===== config.mk =====
export PLATFORM = sky130hd
export DESIGN_NAME = tilt_joystick_control_mapper_core_flat
export DESIGN_NICKNAME = d
export VERILOG_FILES = /design/src/hdl/tjcm_pkg.sv /design/src/hdl/tjcm_in_if.sv /design/src/hdl/tjcm_out_if.sv /design/src/hdl/tilt_joystick_control_mapper_core.sv /design/src/flat_wrapper.sv
export SDC_FILE = /design/constraint.sdc
export NUM_CORES = 2
export LEC_CHECK = 0
export ABC_AREA = 1
export BUFFER_PORTS_ARGS = -buffer_cell sky130_fd_sc_hd__buf_2
export CAP_MARGIN = 15
export CELL_PAD_IN_SITES_DETAIL_PLACEMENT = 0
export CELL_PAD_IN_SITES_GLOBAL_PLACEMENT = 2
export CORE_UTILIZATION = 30
export DETAILED_ROUTE_END_ITERATION = 8
export PLACE_DENSITY = 0.73
export SKIP_LAST_GASP = 1
export SLEW_MARGIN = 20
export SYNTH_ARGS = -nofsm -noshare
export SYNTH_HDL_FRONTEND = slang
export SYNTH_SLANG_ARGS = --single-unit

===== constraint.sdc =====
create_clock -name clk_i -period 30.3 [get_ports clk_i]
set_input_delay 9.09 -clock clk_i [delete_from_list [all_inputs] [get_ports clk_i]]
set_output_delay 9.09 -clock clk_i [all_outputs]
set_load 0.05 [all_outputs]

===== src/hdl/tjcm_pkg.sv =====
// Package for the tilt/joystick control mapper: widths, register indexes,
// wrap constants, the sideband type and the joystick clamp function.
// No dependencies.
`default_nettype none

package tjcm_pkg;

  // Field widths.
  localparam int ANGLE_W    = 16;
  localparam int DIFF_W     = 17;
  localparam int WRAP_W     = 18;
  localparam int MAG_W      = 15;
  localparam int NUM_W      = 23;
  localparam int DVS_W      = 16;
  localparam int QUO_W      = 7;
  localparam int PCT_W      = 8;
  localparam int UPCT_W     = 7;
  localparam int CFG_IDX_W  = 3;
  localparam int CFG_DATA_W = 16;

  // Configuration register indexes.
  localparam logic [CFG_IDX_W-1:0] CFG_USE_JOYSTICK  = 3'd0;
  localparam logic [CFG_IDX_W-1:0] CFG_CENTER_VALID  = 3'd1;
  localparam logic [CFG_IDX_W-1:0] CFG_ROLL_CENTER   = 3'd2;
  localparam logic [CFG_IDX_W-1:0] CFG_PITCH_CENTER  = 3'd3;
  localparam logic [CFG_IDX_W-1:0] CFG_DIR_DEADZONE  = 3'd4;
  localparam logic [CFG_IDX_W-1:0] CFG_DIR_FULLSCALE = 3'd5;
  localparam logic [CFG_IDX_W-1:0] CFG_PED_DEADZONE  = 3'd6;
  localparam logic [CFG_IDX_W-1:0] CFG_PED_FULLSCALE = 3'd7;

  // Register reset values.
  localparam logic [MAG_W-1:0] DIR_DEADZONE_RST  = 15'd1000;
  localparam logic [MAG_W-1:0] DIR_FULLSCALE_RST = 15'd9000;
  localparam logic [MAG_W-1:0] PED_DEADZONE_RST  = 15'd1500;
  localparam logic [MAG_W-1:0] PED_FULLSCALE_RST = 15'd4500;

  // Angle wrap limits in hundredths of a degree.
  localparam logic signed [WRAP_W-1:0] HALF_TURN     = 18'sd18000;
  localparam logic signed [WRAP_W-1:0] FULL_TURN     = 18'sd36000;
  localparam logic signed [WRAP_W-1:0] THREE_HALF    = 18'sd54000;
  localparam logic signed [WRAP_W-1:0] TWO_TURN      = 18'sd72000;

  // Percent scaling.
  localparam logic [7:0] PCT_SCALE2 = 8'd200;
  localparam logic signed [ANGLE_W-1:0] PCT_MAX16 = 16'sd100;
  localparam logic signed [PCT_W-1:0]   PCT_MAX   = 8'sd100;

  // Per-item control that travels beside the lane data.
  typedef struct packed {
    logic                    tilt;
    logic [1:0]              neg;
    logic signed [PCT_W-1:0] dir_js;
    logic signed [PCT_W-1:0] ped_js;
  } side_t;

  // Clamp a joystick percentage to plus or minus 100.
  function automatic logic signed [PCT_W-1:0] clamp_pct(
      input logic signed [ANGLE_W-1:0] v);
    logic signed [PCT_W-1:0] r;
    if (v < -PCT_MAX16) begin
      r = -PCT_MAX;
    end else if (v > PCT_MAX16) begin
      r = PCT_MAX;
    end else begin
      r = v[PCT_W-1:0];
    end
    return r;
  endfunction

endpackage

`default_nettype wire


===== src/hdl/tjcm_in_if.sv =====
// Input channel of the control mapper: valid/ready plus one sample item.
// Depends on tjcm_pkg for field widths.
`default_nettype none

interface tjcm_in_if;
  logic                                 valid;
  logic                                 ready;
  logic signed [tjcm_pkg::ANGLE_W-1:0]  roll_angle;
  logic signed [tjcm_pkg::ANGLE_W-1:0]  pitch_angle;
  logic signed [tjcm_pkg::ANGLE_W-1:0]  stick_steer_pct;
  logic signed [tjcm_pkg::ANGLE_W-1:0]  stick_pedal_pct;

  modport source (output valid, roll_angle, pitch_angle, stick_steer_pct,
                  stick_pedal_pct, input ready);
  modport sink   (input valid, roll_angle, pitch_angle, stick_steer_pct,
                  stick_pedal_pct, output ready);
endinterface

`default_nettype wire


===== src/hdl/tjcm_out_if.sv =====
// Output channel of the control mapper: valid/ready plus one command item.
// Depends on tjcm_pkg for field widths.
`default_nettype none

interface tjcm_out_if;
  logic                               valid;
  logic                               ready;
  logic signed [tjcm_pkg::PCT_W-1:0]  steer_cmd;
  logic [tjcm_pkg::UPCT_W-1:0]        throttle_cmd;
  logic [tjcm_pkg::UPCT_W-1:0]        brake_cmd;

  modport source (output valid, steer_cmd, throttle_cmd, brake_cmd,
                  input ready);
  modport sink   (input valid, steer_cmd, throttle_cmd, brake_cmd,
                  output ready);
endinterface

`default_nettype wire


===== src/hdl/tilt_joystick_control_mapper_core.sv =====
// Tilt/joystick control mapper, pipelined: wrap, deadzone, scale, divide.
// Depends on tjcm_pkg, tjcm_in_if and tjcm_out_if.
// Throughput: one item per cycle while out_if.ready does not hold it back;
// each of the 12 stages holds one item and the seven-stage restoring
// divider (one quotient bit per stage) sets depth.
// Reset clears all stage valid bits and loads the register reset values.
`default_nettype none

module tilt_joystick_control_mapper_core (
  input  wire                               clk_i,
  input  wire                               rst_ni,
  input  wire                               cfg_we_i,
  input  wire [tjcm_pkg::CFG_IDX_W-1:0]     cfg_idx_i,
  input  wire [tjcm_pkg::CFG_DATA_W-1:0]    cfg_wdata_i,
  tjcm_in_if.sink                           in_if,
  tjcm_out_if.source                        out_if
);
  import tjcm_pkg::*;

  // Stage map: 0 difference, 1 wrap and magnitude, 2 deadzone and span,
  // 3 numerator, 4..10 divider bits, 11 output register.
  localparam int DIV0 = 3;
  localparam int NST  = QUO_W + 5;

  // Configuration registers.
  logic                     use_js_q;
  logic                     center_valid_q;
  logic signed [ANGLE_W-1:0] roll_center_q;
  logic signed [ANGLE_W-1:0] pitch_center_q;
  logic [MAG_W-1:0]         dir_dz_q;
  logic [MAG_W-1:0]         dir_fs_q;
  logic [MAG_W-1:0]         ped_dz_q;
  logic [MAG_W-1:0]         ped_fs_q;

  always_ff @(posedge clk_i or negedge rst_ni) begin
    if (!rst_ni) begin
      use_js_q       <= 1'b0;
      center_valid_q <= 1'b0;
      roll_center_q  <= '0;
      pitch_center_q <= '0;
      dir_dz_q       <= DIR_DEADZONE_RST;
      dir_fs_q       <= DIR_FULLSCALE_RST;
      ped_dz_q       <= PED_DEADZONE_RST;
      ped_fs_q       <= PED_FULLSCALE_RST;
    end else if (cfg_we_i) begin
      unique case (cfg_idx_i)
        CFG_USE_JOYSTICK:  use_js_q       <= cfg_wdata_i[0];
        CFG_CENTER_VALID:  center_valid_q <= cfg_wdata_i[0];
        CFG_ROLL_CENTER:   roll_center_q  <= cfg_wdata_i;
        CFG_PITCH_CENTER:  pitch_center_q <= cfg_wdata_i;
        CFG_DIR_DEADZONE:  dir_dz_q       <= cfg_wdata_i[MAG_W-1:0];
        CFG_DIR_FULLSCALE: dir_fs_q       <= cfg_wdata_i[MAG_W-1:0];
        CFG_PED_DEADZONE:  ped_dz_q       <= cfg_wdata_i[MAG_W-1:0];
        CFG_PED_FULLSCALE: ped_fs_q       <= cfg_wdata_i[MAG_W-1:0];
        default: ;
      endcase
    end
  end

  // Lane 0 is roll (direction), lane 1 is pitch (pedal).
  logic [MAG_W-1:0] dz [2];
  logic [MAG_W-1:0] fs [2];
  assign dz[0] = dir_dz_q;
  assign dz[1] = ped_dz_q;
  assign fs[0] = dir_fs_q;
  assign fs[1] = ped_fs_q;

  // Handshake: each stage takes an item when it is empty or its item moves on.
  logic [NST-1:0] valid_q;
  logic [NST:0]   rdy;
  logic [NST-1:0] vin;

  always_comb begin
    rdy[NST] = out_if.ready;
    for (int k = NST - 1; k >= 0; k--) begin
      rdy[k] = !valid_q[k] || rdy[k+1];
    end
    vin[0] = in_if.valid;
    for (int k = 1; k < NST; k++) begin
      vin[k] = valid_q[k-1];
    end
  end

  assign in_if.ready  = rdy[0];
  assign out_if.valid = valid_q[NST-1];

  always_ff @(posedge clk_i or negedge rst_ni) begin
    if (!rst_ni) begin
      valid_q <= '0;
    end else begin
      for (int k = 0; k < NST; k++) begin
        if (rdy[k]) begin
          valid_q[k] <= vin[k];
        end
      end
    end
  end

  // Sideband registers for stages 0 through NST-2.
  side_t sb_q [NST-1];
  side_t sb_d [NST-1];

  // Lane payload registers.
  logic signed [DIFF_W-1:0] diff_q [2];
  logic signed [DIFF_W-1:0] diff_d [2];
  logic [MAG_W-1:0]         mag_q  [2];
  logic [MAG_W-1:0]         mag_d  [2];
  logic [1:0]               neg_d;
  logic [MAG_W-1:0]         a_q    [2];
  logic [MAG_W-1:0]         a_d    [2];
  logic [MAG_W-1:0]         den_q  [2];
  logic [MAG_W-1:0]         den_d  [2];
  logic [NUM_W-1:0]         rem_q  [QUO_W+1][2];
  logic [NUM_W-1:0]         rem_d  [QUO_W+1][2];
  logic [DVS_W-1:0]         dvs_q  [QUO_W+1][2];
  logic [DVS_W-1:0]         dvs_d  [QUO_W+1][2];
  logic [QUO_W-1:0]         quo_q  [QUO_W+1][2];
  logic [QUO_W-1:0]         quo_d  [QUO_W+1][2];

  // Stage 0: angle minus center.
  always_comb begin
    diff_d[0] = {in_if.roll_angle[ANGLE_W-1], in_if.roll_angle}
              - {roll_center_q[ANGLE_W-1], roll_center_q};
    diff_d[1] = {in_if.pitch_angle[ANGLE_W-1], in_if.pitch_angle}
              - {pitch_center_q[ANGLE_W-1], pitch_center_q};
  end

  // Stage 1: wrap into half a turn either way, then split sign and magnitude.
  always_comb begin
    logic signed [WRAP_W-1:0] d;
    logic signed [WRAP_W-1:0] w;
    logic signed [WRAP_W-1:0] m;
    for (int l = 0; l < 2; l++) begin
      d = {diff_q[l][DIFF_W-1], diff_q[l]};
      if (d > THREE_HALF) begin
        w = d - TWO_TURN;
      end else if (d > HALF_TURN) begin
        w = d - FULL_TURN;
      end else if (d < -THREE_HALF) begin
        w = d + TWO_TURN;
      end else if (d < -HALF_TURN) begin
        w = d + FULL_TURN;
      end else begin
        w = d;
      end
      m        = (w < 0) ? -w : w;
      mag_d[l] = m[MAG_W-1:0];
      neg_d[l] = (w < 0);
    end
  end

  // Stage 2: deadzone and saturation. A dead or degenerate case divides 1 by 2,
  // which gives a zero quotient.
  always_comb begin
    logic [MAG_W-1:0] m;
    for (int l = 0; l < 2; l++) begin
      m = (mag_q[l] > fs[l]) ? fs[l] : mag_q[l];
      if (mag_q[l] <= dz[l] || fs[l] <= dz[l]) begin
        a_d[l]   = '0;
        den_d[l] = MAG_W'(1);
      end else begin
        a_d[l]   = m - dz[l];
        den_d[l] = fs[l] - dz[l];
      end
    end
  end

  // Stage 3 sets up the numerator 200*a + span and the divisor 2*span for
  // round-half-up; the divider stages then take one quotient bit each, most
  // significant first.
  always_comb begin
    logic [NUM_W-1:0] shifted;
    logic             ge;
    for (int l = 0; l < 2; l++) begin
      rem_d[0][l] = NUM_W'(a_q[l]) * NUM_W'(PCT_SCALE2) + NUM_W'(den_q[l]);
      dvs_d[0][l] = {den_q[l], 1'b0};
      quo_d[0][l] = '0;
    end
    for (int j = 1; j <= QUO_W; j++) begin
      for (int l = 0; l < 2; l++) begin
        shifted     = NUM_W'(dvs_q[j-1][l]) << (QUO_W - j);
        ge          = rem_q[j-1][l] >= shifted;
        rem_d[j][l] = ge ? rem_q[j-1][l] - shifted : rem_q[j-1][l];
        dvs_d[j][l] = dvs_q[j-1][l];
        quo_d[j][l] = quo_q[j-1][l] | (ge ? (QUO_W'(1) << (QUO_W - j)) : '0);
      end
    end
  end

  // Sideband: mode and joystick fallback values at entry, lane signs after
  // the wrap, and from stage 2 on it simply follows the item.
  always_comb begin
    sb_d[0].tilt   = !use_js_q && center_valid_q;
    sb_d[0].neg    = 2'b00;
    sb_d[0].dir_js = use_js_q ? clamp_pct(in_if.stick_steer_pct) : '0;
    sb_d[0].ped_js = use_js_q ? clamp_pct(in_if.stick_pedal_pct) : '0;
    sb_d[1]        = sb_q[0];
    sb_d[1].neg    = neg_d;
    for (int k = 2; k < NST - 1; k++) begin
      sb_d[k] = sb_q[k-1];
    end
  end

  // Payload registers load whenever their stage takes an item.
  always_ff @(posedge clk_i) begin
    for (int k = 0; k < NST - 1; k++) begin
      if (rdy[k]) begin
        sb_q[k] <= sb_d[k];
      end
    end
    for (int l = 0; l < 2; l++) begin
      if (rdy[0]) begin
        diff_q[l] <= diff_d[l];
      end
      if (rdy[1]) begin
        mag_q[l] <= mag_d[l];
      end
      if (rdy[2]) begin
        a_q[l]   <= a_d[l];
        den_q[l] <= den_d[l];
      end
      for (int j = 0; j <= QUO_W; j++) begin
        if (rdy[DIV0 + j]) begin
          rem_q[j][l] <= rem_d[j][l];
          dvs_q[j][l] <= dvs_d[j][l];
          quo_q[j][l] <= quo_d[j][l];
        end
      end
    end
  end

  // Output stage: apply signs, choose source, split pedal into two commands.
  side_t                    sb_last;
  logic signed [PCT_W-1:0]  dir_q, dir_d;
  logic [UPCT_W-1:0]        thr_q, thr_d;
  logic [UPCT_W-1:0]        brk_q, brk_d;

  assign sb_last = sb_q[NST-2];

  always_comb begin
    logic signed [PCT_W-1:0] qd;
    logic signed [PCT_W-1:0] qp;
    logic signed [PCT_W-1:0] neg_ped;
    qd      = $signed({1'b0, quo_q[QUO_W][0]});
    qp      = $signed({1'b0, quo_q[QUO_W][1]});
    neg_ped = -sb_last.ped_js;
    if (sb_last.tilt) begin
      dir_d = sb_last.neg[0] ? -qd : qd;
      thr_d = sb_last.neg[1] ? '0 : quo_q[QUO_W][1];
      brk_d = sb_last.neg[1] ? quo_q[QUO_W][1] : '0;
    end else begin
      dir_d = sb_last.dir_js;
      thr_d = (sb_last.ped_js > 0) ? sb_last.ped_js[UPCT_W-1:0] : '0;
      brk_d = (sb_last.ped_js < 0) ? neg_ped[UPCT_W-1:0] : '0;
    end
  end

  always_ff @(posedge clk_i) begin
    if (rdy[NST-1]) begin
      dir_q <= dir_d;
      thr_q <= thr_d;
      brk_q <= brk_d;
    end
  end

  assign out_if.steer_cmd    = dir_q;
  assign out_if.throttle_cmd = thr_q;
  assign out_if.brake_cmd    = brk_q;

  // Throttle and brake never act together.
  assert property (@(posedge clk_i) disable iff (!rst_ni)
    out_if.valid |-> (out_if.throttle_cmd == '0 || out_if.brake_cmd == '0))
    else $error("throttle and brake both nonzero");

  // Every command stays within plus or minus 100 percent.
  assert property (@(posedge clk_i) disable iff (!rst_ni)
    out_if.valid |-> (out_if.steer_cmd <= PCT_MAX &&
                      out_if.steer_cmd >= -PCT_MAX &&
                      out_if.throttle_cmd <= UPCT_W'(100) &&
                      out_if.brake_cmd <= UPCT_W'(100)))
    else $error("command out of range");

  // An accepted item occupies the first stage in the next cycle.
  assert property (@(posedge clk_i) disable iff (!rst_ni)
    (in_if.valid && in_if.ready) |=> valid_q[0])
    else $error("accepted item lost at first stage");

endmodule

`default_nettype wire


===== src/flat_wrapper.sv =====
// flat-port wrapper written by rule: the top's interface ports become plain ports
module tilt_joystick_control_mapper_core_flat import tjcm_pkg::*;
  (clk_i, rst_ni, cfg_we_i, cfg_idx_i, cfg_wdata_i, in_if_valid, in_if_roll_angle, in_if_pitch_angle, in_if_stick_steer_pct, in_if_stick_pedal_pct, in_if_ready, out_if_valid, out_if_steer_cmd, out_if_throttle_cmd, out_if_brake_cmd, out_if_ready);
  tjcm_in_if in_if_i ();
  tjcm_out_if out_if_i ();
  input  wire clk_i;
  input  wire rst_ni;
  input  wire cfg_we_i;
  input  wire [tjcm_pkg::CFG_IDX_W-1:0] cfg_idx_i;
  input  wire [tjcm_pkg::CFG_DATA_W-1:0] cfg_wdata_i;
  input wire logic [$bits(in_if_i.valid)-1:0] in_if_valid;
  input wire logic [$bits(in_if_i.roll_angle)-1:0] in_if_roll_angle;
  input wire logic [$bits(in_if_i.pitch_angle)-1:0] in_if_pitch_angle;
  input wire logic [$bits(in_if_i.stick_steer_pct)-1:0] in_if_stick_steer_pct;
  input wire logic [$bits(in_if_i.stick_pedal_pct)-1:0] in_if_stick_pedal_pct;
  output wire logic [$bits(in_if_i.ready)-1:0] in_if_ready;
  output wire logic [$bits(out_if_i.valid)-1:0] out_if_valid;
  output wire logic [$bits(out_if_i.steer_cmd)-1:0] out_if_steer_cmd;
  output wire logic [$bits(out_if_i.throttle_cmd)-1:0] out_if_throttle_cmd;
  output wire logic [$bits(out_if_i.brake_cmd)-1:0] out_if_brake_cmd;
  input wire logic [$bits(out_if_i.ready)-1:0] out_if_ready;
  assign in_if_i.valid = in_if_valid;
  assign in_if_i.roll_angle = in_if_roll_angle;
  assign in_if_i.pitch_angle = in_if_pitch_angle;
  assign in_if_i.stick_steer_pct = in_if_stick_steer_pct;
  assign in_if_i.stick_pedal_pct = in_if_stick_pedal_pct;
  assign in_if_ready = in_if_i.ready;
  assign out_if_valid = out_if_i.valid;
  assign out_if_steer_cmd = out_if_i.steer_cmd;
  assign out_if_throttle_cmd = out_if_i.throttle_cmd;
  assign out_if_brake_cmd = out_if_i.brake_cmd;
  assign out_if_i.ready = out_if_ready;
  tilt_joystick_control_mapper_core u_core (.clk_i(clk_i), .rst_ni(rst_ni), .cfg_we_i(cfg_we_i), .cfg_idx_i(cfg_idx_i), .cfg_wdata_i(cfg_wdata_i), .in_if(in_if_i), .out_if(out_if_i));
endmodule

==> impl_metrics.toml <==
[grt]
grt_pass1_vias = 39871
use_met2_pct = 24.4
grt_use_total_pct = 13.6
grt-busiest-layer = "met2"
grt_max_degree = 95
grt_pass1_wl_mm = 214
grtUsageMet3_pct = 1.84
use_met1_pct = 16.8
overflow = 0
antenna_found_initial = 2

[floorplanning]
rows = 161
die_area_mm2 = 0.195
pin_count = 112
core_area_mm2 = 0.192
die_h_um = 442
start_util_pct = 30.2
die_x_um = 442

[critical_path]
cp.arrival_ns = 14.60
end_kind = "output port"
cp_max_fo = 53
startpoint_type = "primary input"
critical_path_class = "in2out"
crit_required_ns = 21.21

[worst_hold_path]
hold_path.class = "reg2reg"

[synth]
synth.distinct_cells = 69
synthCells = 5921
ys_seq_elements = 1007
synth-edff-count = 901
synth_area_mm2 = 0.0581
ys_seq_area_share_pct = 51.2
syn_nets = 6553
yosys_warnings = 0
synth.avg_cell_area_um2 = 9.81
postSynth.asyncResetShare_pct = 10.5
synth_ff_type = "edfxtp_1"

[sta]
drv_slew = 0
hold_violations = 0
slew_headroom_pct = 33.8
post-route-period-util_pct = 78.2
setup_tns_ns = 0
tightestPinTransition_ns = 0.990
fmax_mhz = 42.2
post-route-min-period_ns = 23.69
rsz0062_at_grt = "false"
finClkSkew_ns = 0.0707
setup_viol = 0

[route]
drtAntennaViolNets = 0
firstDrtPassIters = 5
vias = 39099
wl_per_cell_um = 15.3
drt_iter0_markers = 1762
drcViolationCount = 0
routed_wl_mm = 133
viasPerCell = 4.50

[finish]
drive_gt1_share_pct = 7.50
syn_to_final_growth_pct = 12.4
fillers = 19636
final_nets = 6697

[placement]
portBuffers = 111
gp_congestion = 0.851
hpwl_mm = 105

[clock_network]
htreeDepth = 3
hold_buffers = 0
cts.sinks = 1007
ctsLongestPathBuffers = 3
cts_resized = 0
numCtsBuffers = 109
cts_setup_buffers = 0
cts_root_buffer = "clkbuf_16"
cts_tree = "done"
path_clk_slew_ns = 0.06
clk-insertion-delay-late_ns = 0.75

[flow_run]
cap_violations = 0

[run_status]
outcome = "complete, no violations"
==> cells in the mapped netlist, drive strengths merged (2+ instances only) <==
cell / count / area, um^2
nand2: 1117 / 4230
edfxtp: 901 / 27100
inv: 859 / 3230
ha: 504 / 6310
o21ai: 476 / 2400
a21oi: 446 / 2270
nor2: 390 / 1520
nand3: 215 / 1150
xor2: 202 / 1770
xnor2: 135 / 1180
nand4: 89 / 557
dfrtp: 83 / 2080
nor3: 60 / 300
buf: 58 / 378
fa: 40 / 801
clkbuf: 38 / 143
nor4: 38 / 244
a21boi: 32 / 251
or2: 30 / 188
a31oi: 28 / 181
a21o: 26 / 195
dfstp: 23 / 604
o21bai: 13 / 101
o221ai: 12 / 105
o22ai: 12 / 75.1
o2111ai: 11 / 96.3
o211ai: 11 / 82.6
o21a: 10 / 75.1
a211oi: 8 / 60.1
nor3b: 8 / 60.1
nand3b: 7 / 52.6
a41oi: 6 / 52.6
and2: 6 / 37.5
o31ai: 5 / 37.5
a311oi: 3 / 26.3
and3: 3 / 18.8
clkinv: 2 / 7.51
mux2: 2 / 22.5
o311ai: 2 / 17.5
==> metal layers <==
| metal | vias up | share of wire (%) |
|---|---|---|
| met1 | 17866 | 46 |
| met2 | 443 | 49 |
| li1 | 20587 | - |
| met5 | - | 0.0098 |
| met4 | 2 | 2.8 |
| met3 | 201 | 2.5 |
==> flip-flops by register name, summed over array words and instances (netlist names), 8 cells and up <==
name                     count
u_core.a_q                  30
u_core.den_q                30
u_core.diff_q               34
u_core.dir_dz_q             15
u_core.dir_fs_q             15
u_core.dvs_q               170
u_core.mag_q                30
u_core.out_if.steer_cmd      8
u_core.ped_dz_q             15
u_core.ped_fs_q             15
u_core.pitch_center_q       16
u_core.quo_q                56
u_core.rem_q               322
u_core.roll_center_q        16
u_core.sb_q                207
u_core.valid_q              12
==> path summary, 6_finish.rpt <==
kind	slack (ns)	from	cells past startpoint	end
max in group asynchronous	20.42	rst_ni	3	u_core.dir_dz_q[2]$_DFFE_PN0P_
min	0.38	u_core.sb_q[1][7]$_DFFE_PP_	0	u_core.sb_q[2][7]$_DFFE_PP_
min in group asynchronous	8.21	rst_ni	1	u_core.roll_center_q[3]$_DFFE_PN0P_
min reg2reg	0.38	u_core.sb_q[1][7]$_DFFE_PP_	0	u_core.sb_q[2][7]$_DFFE_PP_
max	6.61	out_if_ready	20	in_if_ready
max reg2reg	24.45	u_core.valid_q[11]$_DFFE_PN0P_	19	u_core.diff_q[0][13]$_DFFE_PP_
==> placed cells by master, fill, tap and decap left out, drive strengths merged, types with 8 or more instances in the layout <==
master / count
a21boi: 32
o221ai: 12
clkinv: 43
inv: 864
xor2: 202
a21oi: 446
o21ai: 476
nor4: 38
o21a: 10
dfstp: 23
buf: 129
or2: 30
bufinv: 13
nand3: 215
a21o: 26
o22ai: 12
nand4: 89
fa: 40
a211oi: 8
o211ai: 11
nand2: 1117
o2111ai: 11
a31oi: 28
edfxtp: 901
clkbuf: 134
nor2: 390
dfrtp: 83
xnor2: 135
clkinvlp: 11
ha: 504
o21bai: 13
nor3: 60
nor3b: 8
==> area by class of cell <==
| class | instances | area [um^2] | share of cell area [%] |
|---|---|---|---|
| flip-flops and latches | 1007 | 29700 | 45.6 |
| clock inverters | 70 | 856 | 1.31 |
| diodes | 1 | 2.50 | 0.00384 |
| repair buffers | 129 | 701 | 1.07 |
| multi-input cells | 3957 | 24600 | 37.7 |
| well taps | 2526 | 3160 | 4.84 |
| clock buffers | 134 | 2940 | 4.51 |
| inverters | 861 | 3250 | 4.99 |
==> stage by stage <==
step	setup WS (ns)	cell area (um^2)	hold slack, ns	instances	util [%]
final	6.61	65200	0.376	8685	33.9
after global routing	5.94	65200	0.379	8684	33.9
after CTS	6.44	65200	0.360	8684	33.9
after detailed placement	6.46	61400	0.405	8480	31.9
after global placement	6.39	61400	0.403	8480	31.9
after floorplan	0.698	58100	0.400	5921	-
==> worst max-delay path, stage by stage <==
cell        delay, ns
buf_2            0.10
nor2_1           0.12
inv_2            0.21
nor2_1           0.18
inv_2            0.29
nor2_1           0.28
inv_4            0.23
nor2_1           0.25
clkinvlp_4       0.50
nor2_1           0.38
inv_4            0.09
nor2_2           0.13
inv_4            0.19
nor2_2           0.28
nand2_4          0.33
nor2_4           0.25
nand2_4          0.32
nor2_2           0.31
nand2_4          0.51
buf_2            0.43
==> cell families after synthesis <==
kind of cell | share of synthesized area [%]
multiplexers | 0.0388
buffers and inverters | 6.48
AND/OR/NAND/NOR | 14.4
flip-flops | 51.2
AO/OA/AOI/OAI | 10.5
adder cells (fa/ha/maj) | 12.2
XOR/XNOR | 5.08
Power is not shown: default switching activity piles up to over one toggle a cycle in this logic, so the estimate is an artifact.
